### src/rtl/core/frt_pkg.sv
// frt_pkg: shared types, verdict codes and header constants of the fragment tracker
// no dependencies

package frt_pkg;

  localparam int unsigned SIGN_BYTES   = 64;
  localparam int unsigned HEADER_BYTES = 1 + SIGN_BYTES + 12;

  localparam int unsigned LEN_W   = 12;
  localparam int unsigned TYPE_W  = 8;
  localparam int unsigned ID_W    = 64;
  localparam int unsigned FRAG_W  = 8;
  localparam int unsigned VERD_W  = 4;
  localparam int unsigned TOTAL_W = 16;
  localparam int unsigned PAY_W   = 11;

  localparam logic [VERD_W-1:0] V_OK        = 4'd0;
  localparam logic [VERD_W-1:0] V_LENGTH    = 4'd1;
  localparam logic [VERD_W-1:0] V_SIGNATURE = 4'd2;
  localparam logic [VERD_W-1:0] V_ID        = 4'd3;
  localparam logic [VERD_W-1:0] V_ZERO      = 4'd4;
  localparam logic [VERD_W-1:0] V_INDEX     = 4'd5;
  localparam logic [VERD_W-1:0] V_TYPE      = 4'd6;
  localparam logic [VERD_W-1:0] V_COUNT     = 4'd7;
  localparam logic [VERD_W-1:0] V_DUP       = 4'd8;
  localparam logic [VERD_W-1:0] V_TOO_LARGE = 4'd9;

  typedef struct packed {
    logic [LEN_W-1:0]  packet_length;
    logic              signature_valid;
    logic [TYPE_W-1:0] packet_type;
    logic [ID_W-1:0]   header_id;
    logic [FRAG_W-1:0] frag_index;
    logic [FRAG_W-1:0] frag_count;
  } in_item_t;

  typedef struct packed {
    logic [VERD_W-1:0]  verdict;
    logic               complete;
    logic [TOTAL_W-1:0] total_bytes;
  } out_item_t;

  typedef struct packed {
    logic [TYPE_W-1:0]  latched_type;
    logic [FRAG_W-1:0]  latched_total;
    logic [FRAG_W-1:0]  received_count;
    logic [TOTAL_W-1:0] byte_total;
    logic               finished;
  } state_t;

  typedef struct packed {
    logic               latch;
    logic [TYPE_W-1:0]  latch_type;
    logic [FRAG_W-1:0]  latch_total;
    logic               accept;
    logic [FRAG_W-1:0]  count;
    logic [TOTAL_W-1:0] byte_total;
    logic               finish;
  } upd_t;

endpackage

### src/rtl/core/frt_in_if.sv
// frt_in_if: valid/ready channel carrying one fragment header request
// depends on frt_pkg for field widths

interface frt_in_if;
  logic                       valid;
  logic                       ready;
  logic [frt_pkg::LEN_W-1:0]  packet_length;
  logic                       signature_valid;
  logic [frt_pkg::TYPE_W-1:0] packet_type;
  logic [frt_pkg::ID_W-1:0]   header_id;
  logic [frt_pkg::FRAG_W-1:0] frag_index;
  logic [frt_pkg::FRAG_W-1:0] frag_count;

  modport source (
    output valid, packet_length, signature_valid, packet_type, header_id,
           frag_index, frag_count,
    input  ready
  );
  modport sink (
    input  valid, packet_length, signature_valid, packet_type, header_id,
           frag_index, frag_count,
    output ready
  );
endinterface

### src/rtl/core/frt_out_if.sv
// frt_out_if: valid/ready channel carrying one verdict request
// depends on frt_pkg for field widths

interface frt_out_if;
  logic                        valid;
  logic                        ready;
  logic [frt_pkg::VERD_W-1:0]  verdict;
  logic                        complete;
  logic [frt_pkg::TOTAL_W-1:0] total_bytes;

  modport source (
    output valid, verdict, complete, total_bytes,
    input  ready
  );
  modport sink (
    input  valid, verdict, complete, total_bytes,
    output ready
  );
endinterface

### src/rtl/core/frt_check.sv
// frt_check: ordered header checks, completion test and state update for one fragment
// depends on frt_pkg

module frt_check #(
  parameter int unsigned FRAG_PAYLOAD_MAX = 1024,
  parameter int unsigned FRAG_SLOTS       = 16
) (
  input  frt_pkg::in_item_t             item,
  input  frt_pkg::state_t               st,
  input  logic [FRAG_SLOTS-1:0]         received_map,
  input  logic [frt_pkg::ID_W-1:0]      request_id,
  output frt_pkg::out_item_t            res,
  output frt_pkg::upd_t                 upd
);

  localparam int unsigned IDX_W = (FRAG_SLOTS > 1) ? $clog2(FRAG_SLOTS) : 1;
  localparam logic [frt_pkg::LEN_W:0] LEN_MIN = (frt_pkg::LEN_W + 1)'(frt_pkg::HEADER_BYTES);
  localparam logic [frt_pkg::LEN_W:0] LEN_MAX =
    (frt_pkg::LEN_W + 1)'(frt_pkg::HEADER_BYTES + FRAG_PAYLOAD_MAX);
  localparam logic [frt_pkg::FRAG_W:0] SLOTS_LIM = (frt_pkg::FRAG_W + 1)'(FRAG_SLOTS);

  logic [frt_pkg::LEN_W:0]     len_ext;
  logic                        in_window;
  logic                        count_big;
  logic                        not_latched;
  logic [frt_pkg::TYPE_W-1:0]  eff_type;
  logic [frt_pkg::FRAG_W-1:0]  eff_total;
  logic [IDX_W-1:0]            idx;
  logic                        dup;
  logic [frt_pkg::PAY_W-1:0]   pay;
  logic [frt_pkg::TOTAL_W:0]   sum;
  logic [frt_pkg::TOTAL_W-1:0] total_sat;
  logic [frt_pkg::FRAG_W-1:0]  count_inc;
  logic [frt_pkg::VERD_W-1:0]  verdict;
  logic                        reach_latch;

  assign len_ext     = {1'b0, item.packet_length};
  assign in_window   = (len_ext >= LEN_MIN) && (len_ext <= LEN_MAX);
  assign count_big   = {1'b0, item.frag_count} > SLOTS_LIM;
  assign not_latched = (st.latched_total == '0);
  assign eff_type    = not_latched ? item.packet_type : st.latched_type;
  assign eff_total   = not_latched ? item.frag_count : st.latched_total;
  assign idx         = item.frag_index[IDX_W-1:0];
  assign dup         = received_map[idx];
  assign pay         = frt_pkg::PAY_W'(item.packet_length -
                                       frt_pkg::LEN_W'(frt_pkg::HEADER_BYTES));
  assign sum         = {1'b0, st.byte_total} + (frt_pkg::TOTAL_W + 1)'(pay);
  assign total_sat   = sum[frt_pkg::TOTAL_W] ? '1 : sum[frt_pkg::TOTAL_W-1:0];
  assign count_inc   = st.received_count + 8'd1;

  always_comb begin
    reach_latch = 1'b0;
    if (!in_window) begin
      verdict = frt_pkg::V_LENGTH;
    end else if (!item.signature_valid) begin
      verdict = frt_pkg::V_SIGNATURE;
    end else if (st.finished || (item.header_id != request_id)) begin
      verdict = frt_pkg::V_ID;
    end else if (item.frag_count == '0) begin
      verdict = frt_pkg::V_ZERO;
    end else if (item.frag_index >= item.frag_count) begin
      verdict = frt_pkg::V_INDEX;
    end else if (count_big) begin
      verdict = frt_pkg::V_TOO_LARGE;
    end else begin
      reach_latch = 1'b1;
      if (item.packet_type != eff_type) begin
        verdict = frt_pkg::V_TYPE;
      end else if (item.frag_count != eff_total) begin
        verdict = frt_pkg::V_COUNT;
      end else if (dup) begin
        verdict = frt_pkg::V_DUP;
      end else begin
        verdict = frt_pkg::V_OK;
      end
    end
  end

  always_comb begin
    upd.latch       = reach_latch && not_latched;
    upd.latch_type  = item.packet_type;
    upd.latch_total = item.frag_count;
    upd.accept      = (verdict == frt_pkg::V_OK);
    upd.count       = count_inc;
    upd.byte_total  = total_sat;
    upd.finish      = upd.accept && (count_inc == eff_total);
    res.verdict     = verdict;
    res.complete    = upd.finish;
    res.total_bytes = upd.finish ? total_sat : '0;
  end

endmodule

### src/rtl/core/frt_state.sv
// frt_state: tracker registers (received bitmap, latched type and count, totals)
// depends on frt_pkg

module frt_state #(
  parameter int unsigned FRAG_SLOTS = 16
) (
  input  logic                        clk,
  input  logic                        rst,
  input  logic                        en,
  input  logic [frt_pkg::FRAG_W-1:0]  frag_index,
  input  frt_pkg::upd_t               upd,
  output frt_pkg::state_t             st,
  output logic [FRAG_SLOTS-1:0]       received_map
);

  localparam int unsigned IDX_W = (FRAG_SLOTS > 1) ? $clog2(FRAG_SLOTS) : 1;

  logic [IDX_W-1:0] idx;

  assign idx = frag_index[IDX_W-1:0];

  always_ff @(posedge clk) begin
    if (rst) begin
      st           <= '0;
      received_map <= '0;
    end else if (en) begin
      if (upd.latch) begin
        st.latched_type  <= upd.latch_type;
        st.latched_total <= upd.latch_total;
      end
      if (upd.accept) begin
        received_map[idx] <= 1'b1;
        st.received_count <= upd.count;
        st.byte_total     <= upd.byte_total;
      end
      if (upd.finish) begin
        st.finished <= 1'b1;
      end
    end
  end

endmodule

### src/rtl/core/fragment_reassembly_tracker_unit.sv
// fragment_reassembly_tracker_unit: top level of the response fragment tracker
// depends on frt_pkg, frt_in_if, frt_out_if, frt_check, frt_state
// a request is registered in the input stage, checked there, and its verdict is registered in the result register
// throughput: one fragment per cycle while results are taken; the input stage stalls while a result is held
// reset (rst, synchronous): clears bitmap, latches, totals, request id and both stages

module fragment_reassembly_tracker_unit #(
  parameter int unsigned FRAG_PAYLOAD_MAX = 1024,
  parameter int unsigned FRAG_SLOTS       = 16
) (
  input  logic                       clk,
  input  logic                       rst,
  frt_in_if.sink                     frag,
  frt_out_if.source                  result,
  input  logic                       cfg_wr_en,
  input  logic [frt_pkg::ID_W-1:0]   cfg_wr_data
);

  logic [frt_pkg::ID_W-1:0] request_id;
  logic                     s1_valid;
  frt_pkg::in_item_t        s1_item;
  logic                     advance;
  logic                     out_valid;
  frt_pkg::out_item_t       out_item;
  frt_pkg::out_item_t       res;
  frt_pkg::upd_t            upd;
  frt_pkg::state_t          st;
  logic [FRAG_SLOTS-1:0]    received_map;

  assign advance    = s1_valid && (!out_valid || result.ready);
  assign frag.ready = !s1_valid || advance;

  always_ff @(posedge clk) begin
    if (rst) begin
      request_id <= '0;
    end else if (cfg_wr_en) begin
      request_id <= cfg_wr_data;
    end
  end

  // input stage
  always_ff @(posedge clk) begin
    if (rst) begin
      s1_valid <= 1'b0;
    end else if (frag.ready) begin
      s1_valid <= frag.valid;
    end
  end

  always_ff @(posedge clk) begin
    if (frag.valid && frag.ready) begin
      s1_item.packet_length   <= frag.packet_length;
      s1_item.signature_valid <= frag.signature_valid;
      s1_item.packet_type     <= frag.packet_type;
      s1_item.header_id       <= frag.header_id;
      s1_item.frag_index      <= frag.frag_index;
      s1_item.frag_count      <= frag.frag_count;
    end
  end

  frt_check #(
    .FRAG_PAYLOAD_MAX (FRAG_PAYLOAD_MAX),
    .FRAG_SLOTS       (FRAG_SLOTS)
  ) u_check (
    .item         (s1_item),
    .st           (st),
    .received_map (received_map),
    .request_id   (request_id),
    .res          (res),
    .upd          (upd)
  );

  frt_state #(
    .FRAG_SLOTS (FRAG_SLOTS)
  ) u_state (
    .clk          (clk),
    .rst          (rst),
    .en           (advance),
    .frag_index   (s1_item.frag_index),
    .upd          (upd),
    .st           (st),
    .received_map (received_map)
  );

  // result register
  always_ff @(posedge clk) begin
    if (rst) begin
      out_valid <= 1'b0;
    end else if (advance) begin
      out_valid <= 1'b1;
    end else if (result.ready) begin
      out_valid <= 1'b0;
    end
  end

  always_ff @(posedge clk) begin
    if (advance) begin
      out_item <= res;
    end
  end

  assign result.valid       = out_valid;
  assign result.verdict     = out_item.verdict;
  assign result.complete    = out_item.complete;
  assign result.total_bytes = out_item.total_bytes;

  a_complete_ok: assert property (@(posedge clk) disable iff (rst)
    result.valid && result.complete |-> result.verdict == frt_pkg::V_OK)
    else $error("completion reported on a rejected fragment");

  a_total_zero: assert property (@(posedge clk) disable iff (rst)
    result.valid && !result.complete |-> result.total_bytes == '0)
    else $error("byte total shown without completion");

  a_no_accept_after_finish: assert property (@(posedge clk) disable iff (rst)
    advance && st.finished |-> res.verdict != frt_pkg::V_OK)
    else $error("fragment accepted after completion");

  a_map_count: assert property (@(posedge clk) disable iff (rst)
    $countones(received_map) == int'(st.received_count))
    else $error("bitmap population differs from received count");

endmodule
### src/flat_wrapper.sv
// flat-port wrapper written by rule: the top's interface ports become plain ports
module fragment_reassembly_tracker_unit_flat 
#(
  parameter int unsigned FRAG_PAYLOAD_MAX = 1024,
  parameter int unsigned FRAG_SLOTS       = 16
)
  (clk, rst, cfg_wr_en, cfg_wr_data, frag_valid, frag_packet_length, frag_signature_valid, frag_packet_type, frag_header_id, frag_frag_index, frag_frag_count, frag_ready, result_valid, result_verdict, result_complete, result_total_bytes, result_ready);
  frt_in_if frag_i ();
  frt_out_if result_i ();
  input  logic clk;
  input  logic rst;
  input  logic cfg_wr_en;
  input  logic [frt_pkg::ID_W-1:0] cfg_wr_data;
  input wire logic [$bits(frag_i.valid)-1:0] frag_valid;
  input wire logic [$bits(frag_i.packet_length)-1:0] frag_packet_length;
  input wire logic [$bits(frag_i.signature_valid)-1:0] frag_signature_valid;
  input wire logic [$bits(frag_i.packet_type)-1:0] frag_packet_type;
  input wire logic [$bits(frag_i.header_id)-1:0] frag_header_id;
  input wire logic [$bits(frag_i.frag_index)-1:0] frag_frag_index;
  input wire logic [$bits(frag_i.frag_count)-1:0] frag_frag_count;
  output wire logic [$bits(frag_i.ready)-1:0] frag_ready;
  output wire logic [$bits(result_i.valid)-1:0] result_valid;
  output wire logic [$bits(result_i.verdict)-1:0] result_verdict;
  output wire logic [$bits(result_i.complete)-1:0] result_complete;
  output wire logic [$bits(result_i.total_bytes)-1:0] result_total_bytes;
  input wire logic [$bits(result_i.ready)-1:0] result_ready;
  assign frag_i.valid = frag_valid;
  assign frag_i.packet_length = frag_packet_length;
  assign frag_i.signature_valid = frag_signature_valid;
  assign frag_i.packet_type = frag_packet_type;
  assign frag_i.header_id = frag_header_id;
  assign frag_i.frag_index = frag_frag_index;
  assign frag_i.frag_count = frag_frag_count;
  assign frag_ready = frag_i.ready;
  assign result_valid = result_i.valid;
  assign result_verdict = result_i.verdict;
  assign result_complete = result_i.complete;
  assign result_total_bytes = result_i.total_bytes;
  assign result_i.ready = result_ready;
  fragment_reassembly_tracker_unit #(.FRAG_PAYLOAD_MAX(FRAG_PAYLOAD_MAX), .FRAG_SLOTS(FRAG_SLOTS)) u_core (.clk(clk), .rst(rst), .frag(frag_i), .result(result_i), .cfg_wr_en(cfg_wr_en), .cfg_wr_data(cfg_wr_data));
endmodule
### config.mk
export PLATFORM = sky130hd
export DESIGN_NAME = fragment_reassembly_tracker_unit_flat
export DESIGN_NICKNAME = d
export VERILOG_FILES = /design/src/rtl/core/frt_pkg.sv /design/src/rtl/core/frt_in_if.sv /design/src/rtl/core/frt_out_if.sv /design/src/rtl/core/frt_check.sv /design/src/rtl/core/frt_state.sv /design/src/rtl/core/fragment_reassembly_tracker_unit.sv /design/src/flat_wrapper.sv
export SDC_FILE = /design/constraint.sdc
export NUM_CORES = 1
export LEC_CHECK = 0
export BUFFER_PORTS_ARGS = -buffer_cell sky130_fd_sc_hd__buf_2
export CORE_MARGIN = 1.5
export CORE_UTILIZATION = 30
export DETAILED_ROUTE_END_ITERATION = 6
export REMOVE_ABC_BUFFERS = 1
export SYNTH_ARGS = -nofsm -noshare
export SYNTH_HDL_FRONTEND = slang
export SYNTH_SLANG_ARGS = --single-unit
### constraint.sdc
create_clock -name clk -period 3.3 [get_ports clk]
set_clock_uncertainty 0.1 [all_clocks]
set_input_delay 0.33 -clock clk [delete_from_list [all_inputs] [get_ports clk]]
set_output_delay 0.33 -clock clk [all_outputs]
set_load 0.005 [all_outputs]
==> results by group, run 1 <==
STA
  • Peak Freq: approximately 310 MHz
  • Period minus WS final: 3.22 ns
  • Slew margin rel.: 0.577
  • Setup TNS Final: 0 ns
  • Hold Fails Final Rpt: 0
  • Hold WS: approximately 0.16 ns
  • RSZ-0062 raised after global routing: true
  • Final setup fails: 0
  • Tcrit/Tclk final: 0.975
  • Slew @ Worst Pin: 0.634 ns
  • Slew Limit Fails: 0

Clock tree
  • Max clock buf depth: 3
  • Clk_lat worst skew: 0.54 ns
  • Clk slew on worst S/H paths: 0.06 ns
  • H-Tree Level Count: 1
  • CTS Buf Count: 27
  • CTS tree: yes
  • CTS root buf: clkbuf_16
  • Clock Sinks: 245

Die
  • Top-level I/O count: 193
  • Die height: ~190 um
  • Chip width: approximately 190 um
  • Starting density of the core: 0.303
  • Die footprint: 37,900 um^2
  • Row Count: 70
  • Core area: 36,400 um^2

Critical path
  • RR Endpoint: u_core.result.total_bytes[13]$_SDFFCE_PN0P_
  • FF-to-FF Start: u_core.s1_item[89]$_DFFE_PP_
  • Worst Path Required: 3.49 ns
  • Critical path launch point type: flop
  • Worst r2r path cells: 14
  • Worst setup EP type: flop
  • Crit path DAT: 3.41 ns
  • Worst Setup Path Type: flop to flop
  • R2r setup slk: approximately 0.084 ns
  • Worst-path fanout max: 7

Layout
  • Layout cells sized above 1: 0.232
  • P&R area growth vs syn: 40.5%
  • Post-Layout Inst Area: 15,500 um^2
  • Layout Nets: 1,566

Synth
  • Syn Std Cell Area: ~11,000 um^2
  • Ys flop type: dfxtp_1
  • #FFs+latches synth: 245
  • Mapped Cells: around 1,000
  • Netlist cell types: 62
  • Yosys warning count: 0
  • Number of synthesized flops with an enable pin: between 100 and 150
  • Post-synthesis sequential area ratio: 0.555
  • Mean Syn Cell Area: 11.1 um^2
  • Post-synth ARST share: 0

Pwr
  • Total Power: 7.23 mW
  • P_int: 5.55 mW
  • Seq pwr share: 0.474
  • Leak: between 5 and 6 nW
  • Sw frac: 0.232
  • Comb power frac: 0.104
  • Peak VDD IR: 0.427 mV
  • Clock network power share: 0.422
  • Power Dens Cells: 466 nW/um^2
  • Psw: 1.68 mW

Detailed routing
  • DRT Pass-1 Iters: 5
  • Vias per inst: 4.80
  • Via count: 8,945
  • Drt drc: 0
  • Post-DRT Antenna Nets: 0
  • Detailed Route Iter0 Violations: 620
  • Avg WL per Cell: 16.3 um
  • Routed Wire Length: 30.4 mm

Hold path
  • Hold Path Class: primary input to flop
  • Hold Path Sink: u_core.request_id[51]$_SDFFE_PP0P_
  • Hold_sp: rst
  • WHS Path Cells: 2

Flow run
  • Number of max-cap violations: 0

Placement
  • HPWL Detailed: slightly below 20 mm
  • PortBufs: approximately 190
  • Global placement routability congestion: between 0.8 and 0.9
  • Placed Area: approximately 13,000 um^2

Global route
  • First-pass GRT wire length: between 40 and 50 mm
  • Grt total ovfl: 0
  • Antenna violations before repair: 3
  • GRT Total Usage: 0.155
  • Largest net degree at the start of global routing: 59
  • Vias in the first global route: 9,193

Status
  • Status: finished, final reports clean
## worst max-delay path by stage
stage                     slack [ns]                                          end                    startpoint
after floorplan                -0.19           u_core.u_state.st[13]$_SDFFE_PP0P_  u_core.s1_item[89]$_DFFE_PP_
after global placement          0.06  u_core.result.total_bytes[11]$_SDFFCE_PN0P_  u_core.s1_item[89]$_DFFE_PP_
after detailed placement       0.006           u_core.u_state.st[14]$_SDFFE_PP0P_  u_core.s1_item[89]$_DFFE_PP_
after CTS                       0.02           u_core.u_state.st[14]$_SDFFE_PP0P_  u_core.s1_item[89]$_DFFE_PP_
after global routing           -0.11  u_core.result.total_bytes[13]$_SDFFCE_PN0P_  u_core.s1_item[89]$_DFFE_PP_
final                           0.08  u_core.result.total_bytes[13]$_SDFFCE_PN0P_  u_core.s1_item[89]$_DFFE_PP_
## state kept, by name, summed over array words and instances (netlist names)
name	flops
u_core.result.complete	1
u_core.u_state.received_map	16
u_core.request_id	64
u_core.u_state.st	41
u_core.result.verdict	4
u_core.s1_valid	1
u_core.s1_item	101
u_core.result.total_bytes	16
u_core.result.valid	1
## logic make-up (layout without fill, tap and decap cells)
family / after synthesis / count (layout) / synth area share
and+or+nand+nor: 309 / 309 / 0.144
DFF: 245 / 245 / 0.555
AOI/OAI and AO/OA: 154 / 154 / 0.0944
buffers and inverters: 101 / 502 / 0.0358
xor gates and xnor gates: 82 / 82 / 0.0663
muxes: 78 / 78 / 0.0773
adders and majority gates: 23 / 23 / 0.0268
other: 0 / 3 / 0
## stage by stage
stage / worst slack, ns / util / std cells
final: 0.0841 / 0.426 / 1864
after global routing: -0.110 / 0.426 / 1864
after CTS: 0.0226 / 0.421 / 1855
after detailed placement: 0.00630 / 0.350 / 1637
after global placement: 0.0582 / 0.350 / 1637
after floorplan: -0.191 / - / 942
## layout make-up
| class | count | area [um^2] |
|---|---|---|
| Multi-Input combinational cell | 646 | 4670 |
| Fill cell | 3385 | 20900 |
| Tap cell | 468 | 586 |
| Antenna cell | 3 | 7.51 |
| Clock buffer | 37 | 743 |
| Sequential cell | 245 | 6130 |
| Clock inverter | 12 | 140 |
| Inverter | 51 | 191 |
| Timing Repair Buffer | 402 | 3050 |
## cell usage in the layout (no fill, tap or decap), types with 27 or more instances in the layout
| cell type | instances |
|---|---|
| nor2_1 | 112 |
| dfxtp_1 | 123 |
| a21oi_1 | 41 |
| buf_4 | 38 |
| inv_1 | 49 |
| buf_2 | 190 |
| clkbuf_16 | 27 |
| xnor2_1 | 68 |
| mux2i_1 | 65 |
| dlygate4sd3_1 | 167 |
| nand4_1 | 33 |
| edfxtp_1 | 122 |
## worst max-delay path, cell delays in order (launching register included)
cell and delay (ns):
edfxtp_1 0.40, inv_2 0.10, ha_4 0.12, and3b_1 0.19, o31ai_2 0.25, nor2b_2 0.19
xor2_1 0.17, ha_2 0.31, and3_4 0.15, a311o_1 0.35, a31oi_1 0.19, buf_4 0.21
nor2_4 0.06, nor2_2 0.12, nor4_2 0.05
## what timing repair did
action                                 4_1_cts  5_1_grt
setup endpoints to repair                    2       34
buffers inserted                             2        6
hold buffers                               167        0
cloned                                       0        0
pin swaps                                    0       14
endpoints found under the hold margin      167        0
resized for setup                            2       29
## cells in the mapped netlist (all sizes together), types with 4 or more instances
| master | count | area (um^2) |
|---|---|---|
| a2111o | 5 | 56.3 |
| a211oi | 11 | 82.6 |
| a21oi | 44 | 220 |
| a311oi | 9 | 78.8 |
| a31oi | 20 | 131 |
| a41oi | 10 | 87.6 |
| buf | 16 | 76.3 |
| clkbuf | 34 | 128 |
| dfxtp | 123 | 2460 |
| edfxtp | 122 | 3660 |
| ha | 22 | 275 |
| inv | 51 | 191 |
| mux2 | 8 | 90.1 |
| mux2i | 65 | 651 |
| mux4 | 5 | 113 |
| nand2 | 25 | 93.8 |
| nand2b | 16 | 100 |
| nand3 | 21 | 105 |
| nand4 | 33 | 206 |
| nor2 | 115 | 432 |
| nor2b | 26 | 163 |
| nor3 | 28 | 145 |
| nor3b | 4 | 30.0 |
| nor4 | 19 | 149 |
| o21ai | 19 | 95.1 |
| o22ai | 9 | 56.3 |
| o31ai | 4 | 30.0 |
| or4 | 5 | 37.5 |
| xnor2 | 68 | 596 |
| xor2 | 13 | 114 |
## metal layers
metal | part of all wire | vias up | GRT usage
met4 | 0.025 | 0 | 0.0494
met1 | 0.42 | 4250 | 0.184
met3 | 0.057 | 56 | 0.0349
met2 | 0.50 | 248 | 0.277
li1 | - | 4391 | -
met5 | 0 | - | 0
## power by group through the flow
stage / sequential [mW] / combinational [mW] / clock, mW
2_1_floorplan: 3.47 / 0.297 / 0
3_3_place_gp: 3.49 / 0.561 / 0
3_5_place_dp: 3.49 / 0.572 / 0
4_1_cts: 3.42 / 0.736 / 3.12
5_1_grt: 3.44 / 0.823 / 3.26
6_report: 3.42 / 0.754 / 3.05
Note: power is estimated with default switching activity, not from simulation.
==> run 2, diff against run 1 <==
--- a/config.mk
+++ b/config.mk
@@ -8,6 +8,7 @@
 export BUFFER_PORTS_ARGS = -buffer_cell sky130_fd_sc_hd__buf_2
 export CORE_MARGIN = 1.5
 export CORE_UTILIZATION = 30
+export CTS_BUF_LIST = sky130_fd_sc_hd__clkbuf_4
 export DETAILED_ROUTE_END_ITERATION = 6
 export REMOVE_ABC_BUFFERS = 1
 export SYNTH_ARGS = -nofsm -noshare
==> results by group, run 2 (synthesis gave the netlist of run 1 again) <==
Status
  • Status: finished, final reports clean (unchanged)

Placement
  • Pre-CTS WS: 0.00630 ns (unchanged)
  • Cells after DPL: 1,637 (unchanged)
  • Global placement routability congestion: 0.834 (unchanged)
  • HPWL Detailed: 19.9 mm (unchanged)
  • PortBufs: 192 (unchanged)
  • Placed Area: 12,700 um^2 (unchanged)

Detailed routing
  • WL met2: 15.4 mm (was 15.1 mm)
  • Routed Wire Length: 30.7 mm (was 30.4 mm)
  • WL met1: 12.6 mm (was 12.7 mm)
  • Post-DRT Antenna Nets: 0 (unchanged)
  • Vias per inst: 4.75 (was 4.80)
  • Avg WL per Cell: 15.7 um (was 16.3 um)
  • DRT Pass-1 Iters: 5 (unchanged)
  • Via count: 9,326 (was 8,945)
  • Detailed Route Iter0 Violations: 513 (was 620)
  • Drt drc: 0 (unchanged)
  • Highest metal used: met4 (unchanged)
  • DR WL met3: 2.14 mm (was 1.74 mm)

Critical path
  • Critical path launch point: u_core.s1_item[89]$_DFFE_PP_ (unchanged)
  • Worst setup EP type: flop (unchanged)
  • Crit path DAT: 3.51 ns (was 3.41 ns)
  • FF-to-FF Start: u_core.s1_item[89]$_DFFE_PP_ (unchanged)
  • Worst Setup Path Type: flop to flop (unchanged)
  • Critical path launch point type: flop (unchanged)
  • Worst-path fanout max: 6 (was 7)
  • Worst Path Required: 3.63 ns (was 3.49 ns)

Layout
  • P&R area growth vs syn: 42.9% (was 40.5%)
  • Commonest non-fill, non-tap cell in the layout: buf_2 (unchanged)
  • Final core occ: 0.433 (was 0.426)
  • Top flop regs: u_core.s1_item x101, u_core.request_id x64, u_core.u_state.st x41 (unchanged)
  • Post-Layout Inst Area: 15,800 um^2 (was 15,500 um^2)
  • Layout cells sized above 1: 0.272 (was 0.232)
  • Layout Nets: 1,627 (was 1,566)
  • Largest register by flop count: u_core.s1_item (unchanged)
  • Most frequent cells in the layout: buf_2 (190), dlygate4sd3_1 (183), dfxtp_1 (123) (was buf_2 (190), dlygate4sd3_1 (167), dfxtp_1 (123))
  • Cell Count, Final, Fillers Out: 1,962 (was 1,864)
  • Max reg flops: 101 (unchanged)

STA
  • Slew Limit Fails: 0 (unchanged)
  • Period minus WS final: 3.18 ns (was 3.22 ns)
  • Hold WS: 0.0904 ns (was 0.156 ns)
  • Setup TNS Final: 0 ns (unchanged)
  • Final setup fails: 0 (unchanged)
  • Slew @ Worst Pin: 0.632 ns (was 0.634 ns)
  • RSZ-0062 raised after global routing: true (unchanged)
  • Slew margin rel.: 0.579 (was 0.577)
  • Hold Fails Final Rpt: 0 (unchanged)
  • PnR worst setup slack: 0.122 ns (was 0.0841 ns)
  • Peak Freq: 315 MHz (was 311 MHz)
  • Tcrit/Tclk final: 0.963 (was 0.975)

Clock tree
  • Clock Sinks: 245 (unchanged)
  • Clk slew on worst S/H paths: 0.07 ns (was 0.06 ns)
  • CTS Buf Count: 71 (was 27)
  • Max clock buf depth: 3 (unchanged)
  • CTS tree: yes (unchanged)
  • Clk_lat worst skew: 0.69 ns (was 0.54 ns)
  • CTS root buf: clkbuf_4 (was clkbuf_16)
  • H-Tree Level Count: 3 (was 1)

Pwr
  • Power Dens Cells: 458 nW/um^2 (was 466 nW/um^2)
  • Comb power frac: 0.107 (was 0.104)
  • P_int: 5.45 mW (was 5.55 mW)
  • Peak VDD IR: 0.329 mV (was 0.427 mV)
  • Seq pwr share: 0.474 (about the same)
  • Leak: 6.19 nW (was 5.94 nW)
  • Sw frac: 0.245 (was 0.232)
  • Clock network power share: 0.419 (was 0.422)
  • Psw: 1.77 mW (was 1.68 mW)
  • Total Power: 7.22 mW (was 7.23 mW)

Global route
  • Largest net degree at the start of global routing: 59 (unchanged)
  • GRT Total Usage: 0.160 (was 0.155)
  • First-pass GRT wire length: 48.9 mm (was 47.8 mm)
  • Vias in the first global route: 9,788 (was 9,193)
  • Grt total ovfl: 0 (unchanged)
  • Antenna violations before repair: 4 (was 3)

Die
  • Starting density of the core: 0.303 (unchanged)
  • Core area: 36,400 um^2 (unchanged)
  • Top-level I/O count: 193 (unchanged)
  • Die height: 195 um (unchanged)
  • Chip width: 195 um (unchanged)
  • Die footprint: 37,900 um^2 (unchanged)
  • Row Count: 70 (unchanged)

Flow run
  • Number of max-cap violations: 0 (unchanged)

Hold path
  • Hold_sp: rst (unchanged)
  • Hold Path Class: primary input to flop (unchanged)
## run 2: cell types whose count changed in the layout (fill, tap and decap cells not counted), moves of 3 or more
cell           delta
dlygate4sd3_1    +16
clkbuf_8          -3
inv_2             +4
clkinv_1          +5
clkbuf_16        -27
clkbuf_1          -7
clkbuf_4        +111
## run 2: worst paths after layout
check | to | slack, ns | cells after the start
setup / recovery | u_core.result.total_bytes[15]$_SDFFCE_PN0P_ | 0.12 | 14
setup reg to reg | u_core.result.total_bytes[15]$_SDFFCE_PN0P_ | 0.12 | 14
hold reg to reg | u_core.u_state.received_map[13]$_SDFFE_PP0P_ | 0.35 | 2
hold / removal | u_core.request_id[44]$_SDFFE_PP0P_ | 0.09 | 2
## run 2: routing by layer
layer  global-route usage  vias up
li1                     -     4568
met1                0.181     4382
met2                0.280      317
met3               0.0475       59
met4               0.0680        0
met5                    0        -
## run 2: what timing repair did
action	CTS	global route
pin swaps	0	14
hold endpoints to repair	167	0
hold buffers	183	0
buffers inserted	0	9
gates resized for setup	2	30
endpoints found under the setup margin	1	31
## run 2: area by class of cell
type / count / area [um^2]
Clock buffer: 111 / 833
Fill cell: 3365 / 20700
Antenna cell: 4 / 10.0
Inverter: 51 / 191
Sequential cell: 245 / 6130
Tap cell: 468 / 586
Multi-Input combinational cell: 646 / 4680
Clock inverter: 18 / 128
Timing Repair Buffer: 419 / 3220
## run 2: power groups by stage
stage	logic, mW	clock network [mW]	registers (mW)
CTS	0.747	3.13	3.42
finish	0.773	3.03	3.42
global placement	0.561	0	3.49
global route	0.844	3.32	3.44
floorplan	0.297	0	3.47
detailed placement	0.572	0	3.49
## run 2: worst max-delay path, stage by stage, from the launching register on
cell and delay [ns]:
edfxtp_1 0.40, inv_2 0.10, ha_4 0.13, and3b_1 0.19, o31ai_2 0.24, buf_4 0.15
and2_1 0.18, xor2_1 0.17, ha_1 0.28, a21o_1 0.21, a41oi_1 0.17, buf_4 0.17
nor2_1 0.08, nor4b_2 0.29, nor4_1 0.10
==> run 3, diff against run 2 <==
--- a/config.mk
+++ b/config.mk
@@ -5,6 +5,7 @@
 export SDC_FILE = /design/constraint.sdc
 export NUM_CORES = 1
 export LEC_CHECK = 0
+export ABC_CLOCK_PERIOD_IN_PS = 2700
 export BUFFER_PORTS_ARGS = -buffer_cell sky130_fd_sc_hd__buf_2
 export CORE_MARGIN = 1.5
 export CORE_UTILIZATION = 30
==> constraint.sdc (replaced) <==
create_clock -name clk -period 2.7 [get_ports clk]
set_clock_uncertainty 0.1 [all_clocks]
set_input_delay 0.27 -clock clk [delete_from_list [all_inputs] [get_ports clk]]
set_output_delay 0.27 -clock clk [all_outputs]
set_load 0.005 [all_outputs]
==> results by group, run 3 (synthesis gave the netlist of run 1 again) <==
Detailed routing
  • Vias per inst: 4.76 (was 4.75)
  • Routed Wire Length: 33.7 mm (was 30.7 mm)
  • Detailed Route Iter0 Violations: 453 (was 513)
  • Post-DRT Antenna Nets: 0 (unchanged)
  • Drt drc: 0 (unchanged)
  • Via count: 9,792 (was 9,326)
  • Avg WL per Cell: 16.4 um (was 15.7 um)
  • DRT Pass-1 Iters: 6 (was 5)

Critical path
  • Slowest cell delay on critical path: 0.41 ns (was 0.40 ns)
  • Crit path DAT: 3.64 ns (was 3.51 ns)
  • CP delay by family, top: compound AO/OA/AOI/OAI gates (was simple AND/OR/NAND/NOR gates)
  • Worst Path Required: 3.17 ns (was 3.63 ns)
  • Worst-path fanout max: 7 (was 6)
  • Crit path cell chain: inv_2, ha_4, and3b_2, o31ai_4, and2_1, xor2_1, ha_1, a21o_1, a41oi_4, buf_6, nor2b_4, nand4_1, mux2_4 (was inv_2, ha_4, and3b_1, o31ai_2, buf_4, and2_1, xor2_1, ha_1, a21o_1, a41oi_1, buf_4, nor2_1, nor4b_2, nor4_1)
  • Worst Setup Path Type: flop to flop (unchanged)
  • FF-to-FF Start: u_core.s1_item[89]$_DFFE_PP_ (unchanged)
  • Worst setup EP type: flop (unchanged)
  • Critical path launch point type: flop (unchanged)
  • Buf/Inv on CP: 2 (was 3)
  • CP max stage cell: edfxtp_1 (unchanged)
  • Critical path launch point: u_core.s1_item[89]$_DFFE_PP_ (unchanged)

STA
  • Slew Limit Fails: 0 (unchanged)
  • Period minus WS final: 3.17 ns (was 3.18 ns)
  • RSZ-0062 raised after global routing: true (unchanged)
  • PnR worst setup slack: -0.473 ns (was 0.122 ns)
  • Slew margin rel.: 0.512 (was 0.579)
  • Tcrit/Tclk final: 1.18 (was 0.963)
  • Hold WS: 0.0569 ns (was 0.0904 ns)
  • Peak Freq: 315 MHz (about the same)
  • Hold Fails Final Rpt: 0 (unchanged)
  • Slew @ Worst Pin: 0.732 ns (was 0.632 ns)
  • Final setup fails: 61 (was 0)
  • Setup TNS Final: -17.04 ns (was 0 ns)

Layout
  • P&R area growth vs syn: 54.1% (was 42.9%)
  • Cell Count, Final, Fillers Out: 2,058 (was 1,962)
  • Largest register by flop count: u_core.s1_item (unchanged)
  • Multi-input logic area: 5160 um^2 (was 4680 um^2)
  • Total area of sequential cells: 6130 um^2 (unchanged)
  • Commonest non-fill, non-tap cell in the layout: buf_2 (unchanged)
  • Layout cells sized above 1: 0.372 (was 0.272)
  • Top flop regs: u_core.s1_item x101, u_core.request_id x64, u_core.u_state.st x41 (unchanged)
  • Most frequent cells in the layout: buf_2 (190), dlygate4sd3_1 (169), buf_4 (134) (was buf_2 (190), dlygate4sd3_1 (183), dfxtp_1 (123))
  • Layout Nets: 1,727 (was 1,627)
  • Max reg flops: 101 (unchanged)
  • # fillers: 3,335 (was 3,365)
  • Final core occ: 0.467 (was 0.433)
  • Post-Layout Inst Area: 17,000 um^2 (was 15,800 um^2)

Clock tree
  • H-Tree Level Count: 3 (unchanged)
  • Clock Sinks: 245 (unchanged)
  • Max clock buf depth: 3 (unchanged)
  • Clk_lat worst skew: 0.70 ns (was 0.69 ns)
  • CTS Buf Count: 68 (was 71)
  • Clk slew on worst S/H paths: 0.06 ns (was 0.07 ns)
  • CTS root buf: clkbuf_4 (unchanged)
  • CTS tree: yes (unchanged)

Placement
  • Global placement routability congestion: 0.843 (was 0.834)
  • Placed Area: 13,500 um^2 (was 12,700 um^2)
  • HPWL Detailed: 20.9 mm (was 19.9 mm)
  • PortBufs: 192 (unchanged)
  • Cells after DPL: 1,738 (was 1,637)

Die
  • Starting density of the core: 0.303 (unchanged)
  • Die height: 195 um (unchanged)
  • Die footprint: 37,900 um^2 (unchanged)
  • Chip width: 195 um (unchanged)
  • Top-level I/O count: 193 (unchanged)
  • Row Count: 70 (unchanged)
  • Core area: 36,400 um^2 (unchanged)

Hold path
  • Hold Path Class: primary input to flop (unchanged)
  • Hold_sp: cfg_wr_en (was rst)

Flow run
  • Number of max-cap violations: 0 (unchanged)

Global route
  • Vias in the first global route: 10,500 (was 9,788)
  • GRT Total Usage: 0.176 (was 0.160)
  • Grt total ovfl: 0 (unchanged)
  • First-pass GRT wire length: 53.6 mm (was 48.9 mm)
  • Largest net degree at the start of global routing: 57 (was 59)
  • Antenna violations before repair: 4 (unchanged)

Pwr
  • Power Dens Cells: 510 nW/um^2 (was 458 nW/um^2)
  • Peak VDD IR: 0.430 mV (was 0.329 mV)
  • Leak: 6.76 nW (was 6.19 nW)

Status
  • Status: finished with violations (was finished, final reports clean)
  • Violated checks: negative setup slack
## run 3: cell types whose count changed in the layout (fill, tap and decap cells not counted), sizes merged, moves of 2 or more
cell / previous run / this run
bufinv: 2 / 0
diode: 4 / 6
clkbuf: 111 / 109
buf: 236 / 351
dlygate4sd3: 183 / 169
inv: 55 / 52
## run 3: power breakdown
part,internal (mW),switching [mW],total (mW)
logic,0.603,0.487,1.09
clock network,1.82,1.59,3.41
registers,4.08,0.0997,4.18
total,6.50,2.18,8.68
## run 3: repair_timing
item                                    CTS  global route
endpoints found under the hold margin   178             0
endpoints found under the setup margin   75            76
setup buffers                            17             6
pin swaps                                70            23
gates cloned                              4             0
hold buffers                            169             0
resized for setup                       106            53
## run 3: final timing paths
path	end	slack, ns	cells after the start
setup / recovery	u_core.u_state.st[13]$_SDFFE_PP0P_	-0.47	13
hold / removal	u_core.request_id[34]$_SDFFE_PP0P_	0.06	3
setup reg to reg	u_core.u_state.st[13]$_SDFFE_PP0P_	-0.47	13
hold reg to reg	u_core.u_state.received_map[10]$_SDFFE_PP0P_	0.35	2
## run 3: per-stage QoR
step | power, mW | worst slack, ns
3_5_place_dp | 5.05 | -0.811
4_1_cts | 8.73 | -0.453
6_report | 8.68 | -0.473
2_1_floorplan | 4.61 | -0.791
3_3_place_gp | 5.03 | -0.672
5_1_grt | 9.11 | -0.658
## run 3: worst reg2reg max path: cells and delay by family (launching register included)
kind                     cells  cell delay, ns
AO/OA/AOI/OAI                3            0.82
XOR/XNOR                     1            0.17
adder cells (fa/ha/maj)      2            0.39
buffers and inverters        2            0.29
flip-flops                   1            0.41
multiplexers                 1            0.31
AND/OR/NAND/NOR              4            0.58
## run 3: area by class of cell
| class | instances | share of cell area |
|---|---|---|
| clock inverter | 11 | 0.00250 |
| inverter | 51 | 0.0113 |
| antenna | 6 | 0.000883 |
| tap | 468 | 0.0344 |
| clock buffer | 109 | 0.0481 |
| multi-input combinational | 648 | 0.304 |
| sequential | 245 | 0.360 |
| timing repair buffer | 520 | 0.239 |
## run 3: metal layers
layer / share of wire / vias to the layer above / global-route usage
met3: 0.060 / 65 / 0.0474
met5: 0 / - / 0
li1: - / 4774 / -
met1: 0.40 / 4649 / 0.198
met4: 0.022 / 0 / 0.0623
met2: 0.52 / 304 / 0.320
